### src/rtl/clf_pkg.sv
`default_nettype none

package clf_pkg;

    localparam int MAX_VALUE_LEN = 32;
    localparam int CMD_CHARS     = 4;
    localparam int CCOUNT_W      = $clog2(CMD_CHARS + 1);
    localparam int CIDX_W        = $clog2(CMD_CHARS);
    localparam int VCNT_MIN_W    = $clog2(MAX_VALUE_LEN + 1);
    localparam int VCNT_W        = (VCNT_MIN_W > 6) ? VCNT_MIN_W : 6;

    localparam logic [2:0] ERR_NONE       = 3'd0;
    localparam logic [2:0] ERR_NON_LETTER = 3'd1;
    localparam logic [2:0] ERR_AFTER_DONE = 3'd2;
    localparam logic [2:0] ERR_CR_NO_LF   = 3'd3;
    localparam logic [2:0] ERR_JUNK       = 3'd4;
    localparam logic [2:0] ERR_NUL        = 3'd5;
    localparam logic [2:0] ERR_TOO_LONG   = 3'd6;

    localparam logic FUNC_BYTE    = 1'b0;
    localparam logic FUNC_RELEASE = 1'b1;

    localparam logic [7:0] CH_A   = 8'h41;
    localparam logic [7:0] CH_Z   = 8'h5A;
    localparam logic [7:0] CH_SP  = 8'h20;
    localparam logic [7:0] CH_TAB = 8'h09;
    localparam logic [7:0] CH_CR  = 8'h0D;
    localparam logic [7:0] CH_LF  = 8'h0A;
    localparam logic [7:0] CH_NUL = 8'h00;

    typedef struct packed {
        logic       func;
        logic [7:0] data_byte;
    } clf_in_t;

    typedef struct packed {
        logic [2:0]  error_code;
        logic        message_done;
        logic [31:0] command_word;
        logic [7:0]  value_byte;
        logic        value_valid;
        logic [4:0]  value_index;
        logic [5:0]  value_length;
        logic        has_value;
        logic        ends_with_crlf;
    } clf_out_t;

endpackage

`default_nettype wire

### src/rtl/clf_core.sv
`default_nettype none

module clf_core
    import clf_pkg::*;
(
    input  wire logic     clk,
    input  wire logic     rst_n,
    input  wire logic     en,
    input  wire clf_in_t  item,
    output clf_out_t      result
);

    logic [7:0]          chars_reg [CMD_CHARS];
    logic [CCOUNT_W-1:0] ccount_reg, ccount_next;
    logic [VCNT_W-1:0]   vcount_reg, vcount_next;
    logic                started_reg, started_next;
    logic                await_reg, await_next;
    logic                complete_reg, complete_next;
    logic                crlf_reg, crlf_next;
    logic [2:0]          error_reg, error_next;
    logic                chars_we;
    logic                stored;
    logic [7:0]          c;
    logic                is_ws;
    logic [2:0]          err;

    assign c     = item.data_byte;
    assign is_ws = (c == CH_SP) || (c == CH_TAB);

    always_comb
    begin
        ccount_next   = ccount_reg;
        vcount_next   = vcount_reg;
        started_next  = started_reg;
        await_next    = await_reg;
        complete_next = complete_reg;
        crlf_next     = crlf_reg;
        error_next    = error_reg;
        chars_we      = 1'b0;
        stored        = 1'b0;
        err           = ERR_NONE;
        if (en)
        begin
            if (item.func == FUNC_RELEASE)
            begin
                ccount_next   = '0;
                vcount_next   = '0;
                started_next  = 1'b0;
                await_next    = 1'b0;
                complete_next = 1'b0;
                error_next    = ERR_NONE;
            end
            else if (error_reg == ERR_NONE)
            begin
                if (ccount_reg < CCOUNT_W'(CMD_CHARS))
                begin
                    if (c < CH_A || c > CH_Z)
                        err = ERR_NON_LETTER;
                    else
                    begin
                        chars_we    = 1'b1;
                        ccount_next = ccount_reg + 1'b1;
                    end
                end
                else if (complete_reg)
                    err = ERR_AFTER_DONE;
                else if (await_reg)
                begin
                    if (c != CH_LF)
                        err = ERR_CR_NO_LF;
                    else
                    begin
                        await_next    = 1'b0;
                        crlf_next     = 1'b1;
                        complete_next = 1'b1;
                    end
                end
                else if (vcount_reg == '0 && is_ws)
                    started_next = 1'b1;
                else if (vcount_reg == '0 && !started_reg && c != CH_CR && c != CH_LF)
                    err = ERR_JUNK;
                else if (c == CH_CR)
                    await_next = 1'b1;
                else if (c == CH_LF)
                begin
                    crlf_next     = 1'b0;
                    complete_next = 1'b1;
                end
                else if (c == CH_NUL)
                    err = ERR_NUL;
                else if (vcount_reg >= VCNT_W'(MAX_VALUE_LEN))
                    err = ERR_TOO_LONG;
                else
                begin
                    stored      = 1'b1;
                    vcount_next = vcount_reg + 1'b1;
                end
                error_next = err;
            end
        end
    end

    always_ff @(posedge clk or negedge rst_n)
    begin
        if (!rst_n)
        begin
            ccount_reg   <= '0;
            vcount_reg   <= '0;
            started_reg  <= 1'b0;
            await_reg    <= 1'b0;
            complete_reg <= 1'b0;
            crlf_reg     <= 1'b0;
            error_reg    <= ERR_NONE;
        end
        else
        begin
            ccount_reg   <= ccount_next;
            vcount_reg   <= vcount_next;
            started_reg  <= started_next;
            await_reg    <= await_next;
            complete_reg <= complete_next;
            crlf_reg     <= crlf_next;
            error_reg    <= error_next;
        end
    end

    // command letters carry no reset
    always_ff @(posedge clk)
    begin
        if (chars_we)
            chars_reg[ccount_reg[CIDX_W-1:0]] <= c;
    end

    always_comb
    begin
        result.error_code     = error_next;
        result.message_done   = complete_next;
        result.command_word   = '0;
        if (complete_next)
            result.command_word = {chars_reg[0], chars_reg[1], chars_reg[2], chars_reg[3]};
        result.value_byte     = stored ? c : 8'h00;
        result.value_valid    = stored;
        result.value_index    = stored ? vcount_reg[4:0] : 5'd0;
        result.value_length   = vcount_next[5:0];
        result.has_value      = started_next;
        result.ends_with_crlf = crlf_next;
    end

    a_sticky_holds: assert property (@(posedge clk) disable iff (!rst_n)
        (en && item.func == FUNC_BYTE && error_reg != ERR_NONE)
            |=> (error_reg == $past(error_reg)))
        else $error("sticky error changed without release");

    a_vcount_bound: assert property (@(posedge clk) disable iff (!rst_n)
        vcount_reg <= VCNT_W'(MAX_VALUE_LEN))
        else $error("value count past limit");

    a_complete_has_cmd: assert property (@(posedge clk) disable iff (!rst_n)
        complete_reg |-> (ccount_reg == CCOUNT_W'(CMD_CHARS)))
        else $error("line complete without full command");

    a_await_excl: assert property (@(posedge clk) disable iff (!rst_n)
        !(await_reg && complete_reg))
        else $error("awaiting lf on a complete line");

    a_release_clears: assert property (@(posedge clk) disable iff (!rst_n)
        (en && item.func == FUNC_RELEASE)
            |=> (ccount_reg == '0 && error_reg == ERR_NONE && !complete_reg
                 && crlf_reg == $past(crlf_reg)))
        else $error("release did not clear parse state");

endmodule

`default_nettype wire

### src/rtl/command_line_framer_top.sv
// an accepted item waits in the input register; its result goes to the result register
// throughput: one item per cycle while the receiver keeps out_ready high, set by the
// single parse step between the input register and the result register
// reset: rst_n clears all parse state but the command letters, and both valid flags;
// the ending flag reads as LF after reset
`default_nettype none

module command_line_framer_top
    import clf_pkg::*;
(
    input  wire logic     clk,
    input  wire logic     rst_n,
    input  wire logic     in_valid,
    output logic          in_ready,
    input  wire clf_in_t  in_data,
    output logic          out_valid,
    input  wire logic     out_ready,
    output clf_out_t      out_data
);

    logic     in_valid_reg, in_valid_next;
    clf_in_t  in_item_reg;
    logic     out_valid_reg, out_valid_next;
    clf_out_t out_data_reg;
    clf_out_t core_result;
    logic     advance;

    assign advance  = in_valid_reg && (!out_valid_reg || out_ready);
    assign in_ready = !in_valid_reg || advance;

    assign in_valid_next  = (in_valid && in_ready) || (in_valid_reg && !advance);
    assign out_valid_next = advance || (out_valid_reg && !out_ready);

    clf_core u_core (
        .clk    (clk),
        .rst_n  (rst_n),
        .en     (advance),
        .item   (in_item_reg),
        .result (core_result)
    );

    always_ff @(posedge clk or negedge rst_n)
    begin
        if (!rst_n)
        begin
            in_valid_reg  <= 1'b0;
            out_valid_reg <= 1'b0;
        end
        else
        begin
            in_valid_reg  <= in_valid_next;
            out_valid_reg <= out_valid_next;
        end
    end

    always_ff @(posedge clk)
    begin
        if (in_valid && in_ready)
            in_item_reg <= in_data;
        if (advance)
            out_data_reg <= core_result;
    end

    assign out_valid = out_valid_reg;
    assign out_data  = out_data_reg;

endmodule

`default_nettype wire

### config.mk
export PLATFORM = sky130hd
export DESIGN_NAME = command_line_framer_top
export DESIGN_NICKNAME = d
export VERILOG_FILES = /design/src/rtl/clf_pkg.sv /design/src/rtl/clf_core.sv /design/src/rtl/command_line_framer_top.sv
export SDC_FILE = /design/constraint.sdc
export NUM_CORES = 1
export LEC_CHECK = 0
export BUFFER_PORTS_ARGS = -buffer_cell sky130_fd_sc_hd__buf_2
export CAP_MARGIN = 20
export CORE_MARGIN = 2
export CORE_UTILIZATION = 28
export DETAILED_ROUTE_END_ITERATION = 10
export PLACE_DENSITY_LB_ADDON = 0.2
export SYNTH_ARGS = -nofsm -noshare
export SYNTH_HDL_FRONTEND = slang
export SYNTH_SLANG_ARGS = --single-unit
### constraint.sdc
create_clock -name clk -period 3.5 [get_ports clk]
set_input_delay 0 -clock clk [delete_from_list [all_inputs] [get_ports clk]]
set_output_delay 0 -clock clk [all_outputs]
set_load 0.02 [all_outputs]
---- After elaboration in Yosys (flattened, before gate mapping) ----
Memory sizes are Yosys's and may differ from the RTL's. A register that Yosys moved wholly into a read port is not among the register bits.
Index checks and enable logic that the tools add are counted.
storage, ports and cells
  bits in registers ....................... 53
  memory bits (writable) .................. 32
  input port bits ......................... 13
  output and inout port bits .............. 60
  memories ................................ 1
operators by class
  $add $sub $neg .......................... 2
  order comparisons ....................... 4
  equal/unequal tests ..................... 9
  multiplexer cells ....................... 87
  reductions and logical operators ........ 30
memory list
  name              words  width  read ports  clocked after Yosys merged registers in  write ports  RTL line        source
  u_core.chars_reg  4      8      4           4                                        1            clf_core.sv:13  logic [7:0] chars_reg [CMD_CHARS];
operators with widths
  operator                                                   count
  2-to-1 mux 6 bit                                           12
  2-to-1 mux 1 bit                                           58
  2-to-1 mux 3 bit                                           16
  equality test 8 x 4 -> 1 bit (second input constant)       3
  != test 8 x 4 -> 1 bit (second input constant)             2
  zero test 1 bit                                            9
  equality test 8 x 6 -> 1 bit (second input constant)       1
  > comparator 8 x 7 -> 1 bit (second input constant)        1
  logical AND 1 bit                                          8
  zero test 8 bit                                            1
  < comparator 8 x 7 -> 1 bit (second input constant)        1
  AND reduction 4 bit                                        2
  adder 6 x 1 -> 6 bit (second input constant)               1
  greater-or-equal comparator 6 bit (second input constant)  1
  zero test 6 bit                                            1
  logical OR 1 bit                                           6
  != test 2 bit (second input constant)                      3
  nonzero test 2 bit                                         2
  adder 3 x 1 -> 3 bit (second input constant)               1
  zero test 3 bit                                            1
  < comparator 3 bit (second input constant)                 1
  2-to-1 mux 2 bit                                           1

---- Depth between registers and ports, before layout ----
  word-level depth ........................ 13
  mapped depth ............................ 8
  depth with buffers taken out ............ 7

---- Modules after synthesis ----
From an unflattened synthesis, not the netlist that was laid out.
second synthesis, totals
  cells, all modules ...................... 297
  area, all modules ....................... 4626.9 um^2
modules (own cells, without submodules)
  module                   instances  cells an instance  area each (um^2)
  clf_core                 1          222                2511.2
  command_line_framer_top  1          75                 2115.8

---- Worst setup path before layout ----
Ideal clock, no wire load.
  path kind ............................... register to register
  start ................................... register out_valid_reg (netlist: out_valid)
  end ..................................... register out_data_reg (netlist bit out_data[55]) (data pin)
  arrival ................................. 2622 ps
  data required time ...................... 3241 ps
  slack ................................... 619 ps
  stages on the path, launching flop included .. 6
  buffers on the path ..................... 0
  path through ............................ dfrtp_1 > nand2b_1 > nand2_1 > inv_1 > o21ai_0 > and3b_1
RTL lines
  item                    RTL line                       source
  start, declared         command_line_framer_top.sv:23  logic out_valid_reg, out_valid_next;
  start signal, assigned  command_line_framer_top.sv:52  out_valid_reg <= out_valid_next;
  end signal, assigned    command_line_framer_top.sv:61  out_data_reg <= core_result;
  end, declared           command_line_framer_top.sv:24  clf_out_t out_data_reg;

---- Worst setup path in the final report ----
  start ................................... register in_item_reg[5] in the netlist's numbering
  end ..................................... memory u_core.chars_reg[2][3], enable pin
between the ends
  cells in the longest elaborated chain, start to end .. 9
ends and longest elaborated chain
  item                                                                        RTL line                       source
  start, declared                                                             command_line_framer_top.sv:22  clf_in_t in_item_reg;
  start signal, assigned                                                      command_line_framer_top.sv:59  in_item_reg <= in_data;
  < comparator 8 x 7 -> 1 bit or > comparator 8 x 7 -> 1 bit (tied branches)  clf_core.sv:57                 if (c < CH_A || c > CH_Z)
  logical OR 1 bit *                                                          clf_core.sv:57
  2-to-1 mux 1 bit *                                                          clf_core.sv:57
  2-to-1 mux 1 bit *                                                          clf_core.sv:55                 if (ccount_reg < CCOUNT_W'(CMD_CHARS))
  2-to-1 mux 1 bit *                                                          clf_core.sv:53                 else if (error_reg == ERR_NONE)
  2-to-1 mux 1 bit *                                                          clf_core.sv:44                 if (item.func == FUNC_RELEASE)
  2-to-1 mux 1 bit *                                                          clf_core.sv:42                 if (en)
  2-to-1 mux 1 bit *                                                          clf_core.sv:130                if (chars_we)
  2-to-1 mux 1 bit (not written as such) *                                    clf_core.sv:131                chars_reg[ccount_reg[CIDX_W-1:0]] <= c;
  end, declared                                                               clf_core.sv:13
Every way passes the cells marked *; elsewhere a longest branch is shown, timed or not.

==> run metrics <==
sequential area share after synthesis=74.7%; multi-input combinational cell area=1090 um2; Std-Cell Core Area=15900 um2; die width=132 um; via count=2694; post-synthesis simple-gate area fraction=16.3%; drt pass-1 iters=4; htree depth=4; Post-synth ARST share=15.4%; Design Area, Final=5890 um2; Initial Utilization=28.7%; Critical Path Start Type=register; Post-synth EDFFs=99; Placement Cell Area=5210 um2; synthesis-to-finish area growth=28.6%; TritonCTS clock tree=done; largest family of logic cells by synthesized area=simple AND/OR/NAND/NOR gates; ys flop type=edfxtp_1; row count=46; syn nets=313; Setup crit end kind=register; Ys Warns=0; worst-path fanout max=10; post-synthesis register bit count=117; Final Core Density=37.0%; worst-case clock buffer depth=2; kind of cell adding the most delay to the critical path=simple AND/OR/NAND/NOR gates; part of the cycle the worst path needs=73.6%; routed wire length=9390 um; Clk Latency, worst-skew pair=410 ps; postcts setup bufs=0; residual DRC count=0; Clock transition at path regs=60 ps; Final #Nets=411; Die ar.=17400 um2; Max IR drop VDD=0.331 mV; initial antenna violation count=0; Hold Path Class=in -> async; Lkg Pwr=2.26 nW; min setup slack post-route=924 ps; vias per cell=4.34; RePlAce Congestion=0.842; grt ovf=0; Critical path buffers and inverters=0; WP depth=5; diode count=0; WS Path Type=reg -> reg; fraction of the mapped netlist area in adder cells=1.64%; syn_area_per_cell=15.6 um2; DRC marker count from the first detailed-route iteration=189; Detailed Place HPWL=6200 um; max reg flops=58; Netlist Area Pre-Place=4580 um2; Crit path required time=3560 ps; Slew HR=49.2%; CTS sink count=117; fraction of layout cells with a size suffix above 1=29.6%; Final min period=2580 ps; TritonCTS Buffers=17; RSZ-0062 raised after global routing=false; FMAX=388 MHz; mux cell area share after synthesis=0.491%; clock root buffer master=clkbuf_16; number of port buffers=72; FF/Latch Area=3420 um2; post-route ant nets=0; Cells after Synth=294; final setup violating endpoints=0; Layout fillers=1548; Slew Limit Fails=0; XOR/XNOR Fraction of Synth Area=0.191%; GR Util All Layers=11.3%; Resize count post-CTS=0; cell area power density=583 nW/um2; final hold viol count=0; Cell Chain, Critical Path=nor4b_1 > o211ai_1 > a21oi_1 > nor3b_1 > and2_1; slowest CP cell=edfxtp_1; placed cells=576; Worst path max stage delay=550 ps; outcome=completed; Place WS=899 ps; Reg2Reg Depth=5; wire per inst=15.1 um; pin count of the biggest net entering global routing=49; Synth cell types=55; I/O Pins=73; max_cap viols=0; vias in the first global route=2743; Die H=132 um; Critical Path AT=2630 ps; Slew @ Worst Pin=751 ps; Setup TNS=0 ps; first-pass GRT wire length=15100 um; Synth Area in Compound Gates=5.21%; Fin Clk Skew=9.41 ps; Finished Layout Cells=621
## final timing paths
kind / startpoint / end / slack (ps)
setup reg to reg: in_item_reg[5]$_DFFE_PP_ / u_core.chars_reg[2][3]$_DFFE_PP_ / 920
max in group asynchronous: rst_n / u_core.ccount_reg[0]$_DFFE_PN0P_ / 3110
hold / removal: rst_n / u_core.vcount_reg[0]$_DFF_PN0_ / 80
min in group clk: in_data[7] / in_item_reg[7]$_DFFE_PP_ / 310
setup / recovery: in_item_reg[5]$_DFFE_PP_ / u_core.chars_reg[2][3]$_DFFE_PP_ / 920
hold reg to reg: u_core.crlf_reg$_DFF_PN0_ / u_core.crlf_reg$_DFF_PN0_ / 510
## power by group
| part | switching [W] | total [W] | internal [W] |
|---|---|---|---|
| combinational | 0.000141 | 0.000207 | 0.0000665 |
| sequential | 0.0000389 | 0.00162 | 0.00158 |
| clock | 0.000633 | 0.00161 | 0.000978 |
## Yosys cell counts, types with 2 or more instances
library cell / n / area (um2)
nor2_1: 7 / 26.3
and3_1: 2 / 12.5
a22o_1: 2 / 17.5
a31o_2: 2 / 17.5
nor4_4: 2 / 42.5
and2_1: 50 / 313
a21oi_1: 7 / 35.0
nand2b_1: 4 / 25.0
and4b_1: 2 / 20.0
buf_2: 4 / 20.0
a31oi_1: 4 / 25.0
nand2_1: 16 / 60.1
edfxtp_1: 99 / 2970
nand3_1: 3 / 15.0
nor3_1: 7 / 35.0
nor4_1: 5 / 31.3
ha_1: 6 / 75.1
inv_1: 7 / 26.3
clkbuf_1: 4 / 15.0
o21ai_0: 6 / 30.0
or4_1: 3 / 22.5
dfrtp_1: 18 / 450
nor2_2: 2 / 12.5
## stage by stage
stage	power [W]	hold slack [ps]
after detailed placement	0.00185	-15.1
final	0.00344	76.6
after floorplan	0.00176	-296
after CTS	0.00348	92.8
after global placement	0.00184	-27.6
after global routing	0.00356	129
## final cells by class
| class | instances | share of cell area (%) |
|---|---|---|
| sequential | 117 | 58.1 |
| multi-input combinational | 161 | 18.5 |
| timing repair buffer | 88 | 8.92 |
| clock buffer | 17 | 7.22 |
| tap | 216 | 4.59 |
| clock inverter | 15 | 2.23 |
| inverter | 7 | 0.446 |
## cell families (layout without fill, tap and decap cells)
kind of cell	count (synthesis)	count (layout)
simple gates	118	118
flops	117	117
compound gates	34	34
buf+inv	16	127
fa+ha+maj	6	6
mux	2	2
xor+xnor	1	1
## metal layers
metal  vias up  wire length, um  track usage [%]
met5         -                0                0
met4         0              141             4.65
met3        11              377             3.27
met2        66             4400             17.0
met1      1314             4480             15.3
li1       1303                -                -
## worst reg2reg max path: cells and delay by family (launching register included)
kind / cells / cell delay [ps]
AO/OA/AOI/OAI: 2 / 300
flip-flops: 1 / 550
AND/OR/NAND/NOR: 3 / 1370
## cells in the final DEF (no fill, tap or decap), types with 2 or more instances in the layout
master,synthesis,final
a21oi_1,7,7
a22o_1,2,2
a31o_2,2,2
a31oi_1,4,4
and2_1,50,50
and3_1,2,2
and4b_1,2,2
buf_2,4,72
buf_4,1,2
clkbuf_16,0,17
clkinv_1,0,3
clkinv_4,0,2
clkinvlp_4,0,4
dfrtp_1,18,18
dlygate4sd3_1,0,13
edfxtp_1,99,99
ha_1,6,6
inv_1,7,6
inv_6,0,3
nand2_1,16,16
nand2b_1,4,4
nand3_1,3,3
nor2_1,7,7
nor2_2,2,2
nor3_1,7,7
nor4_1,5,5
nor4_4,2,2
o21ai_0,6,6
or4_1,3,3
## what timing repair did
action | in CTS | in global routing
setup endpoints to repair | 0 | 0
hold buffers | 13 | 0
endpoints found under the hold margin | 29 | 0
(Power assumes the default switching activity.)
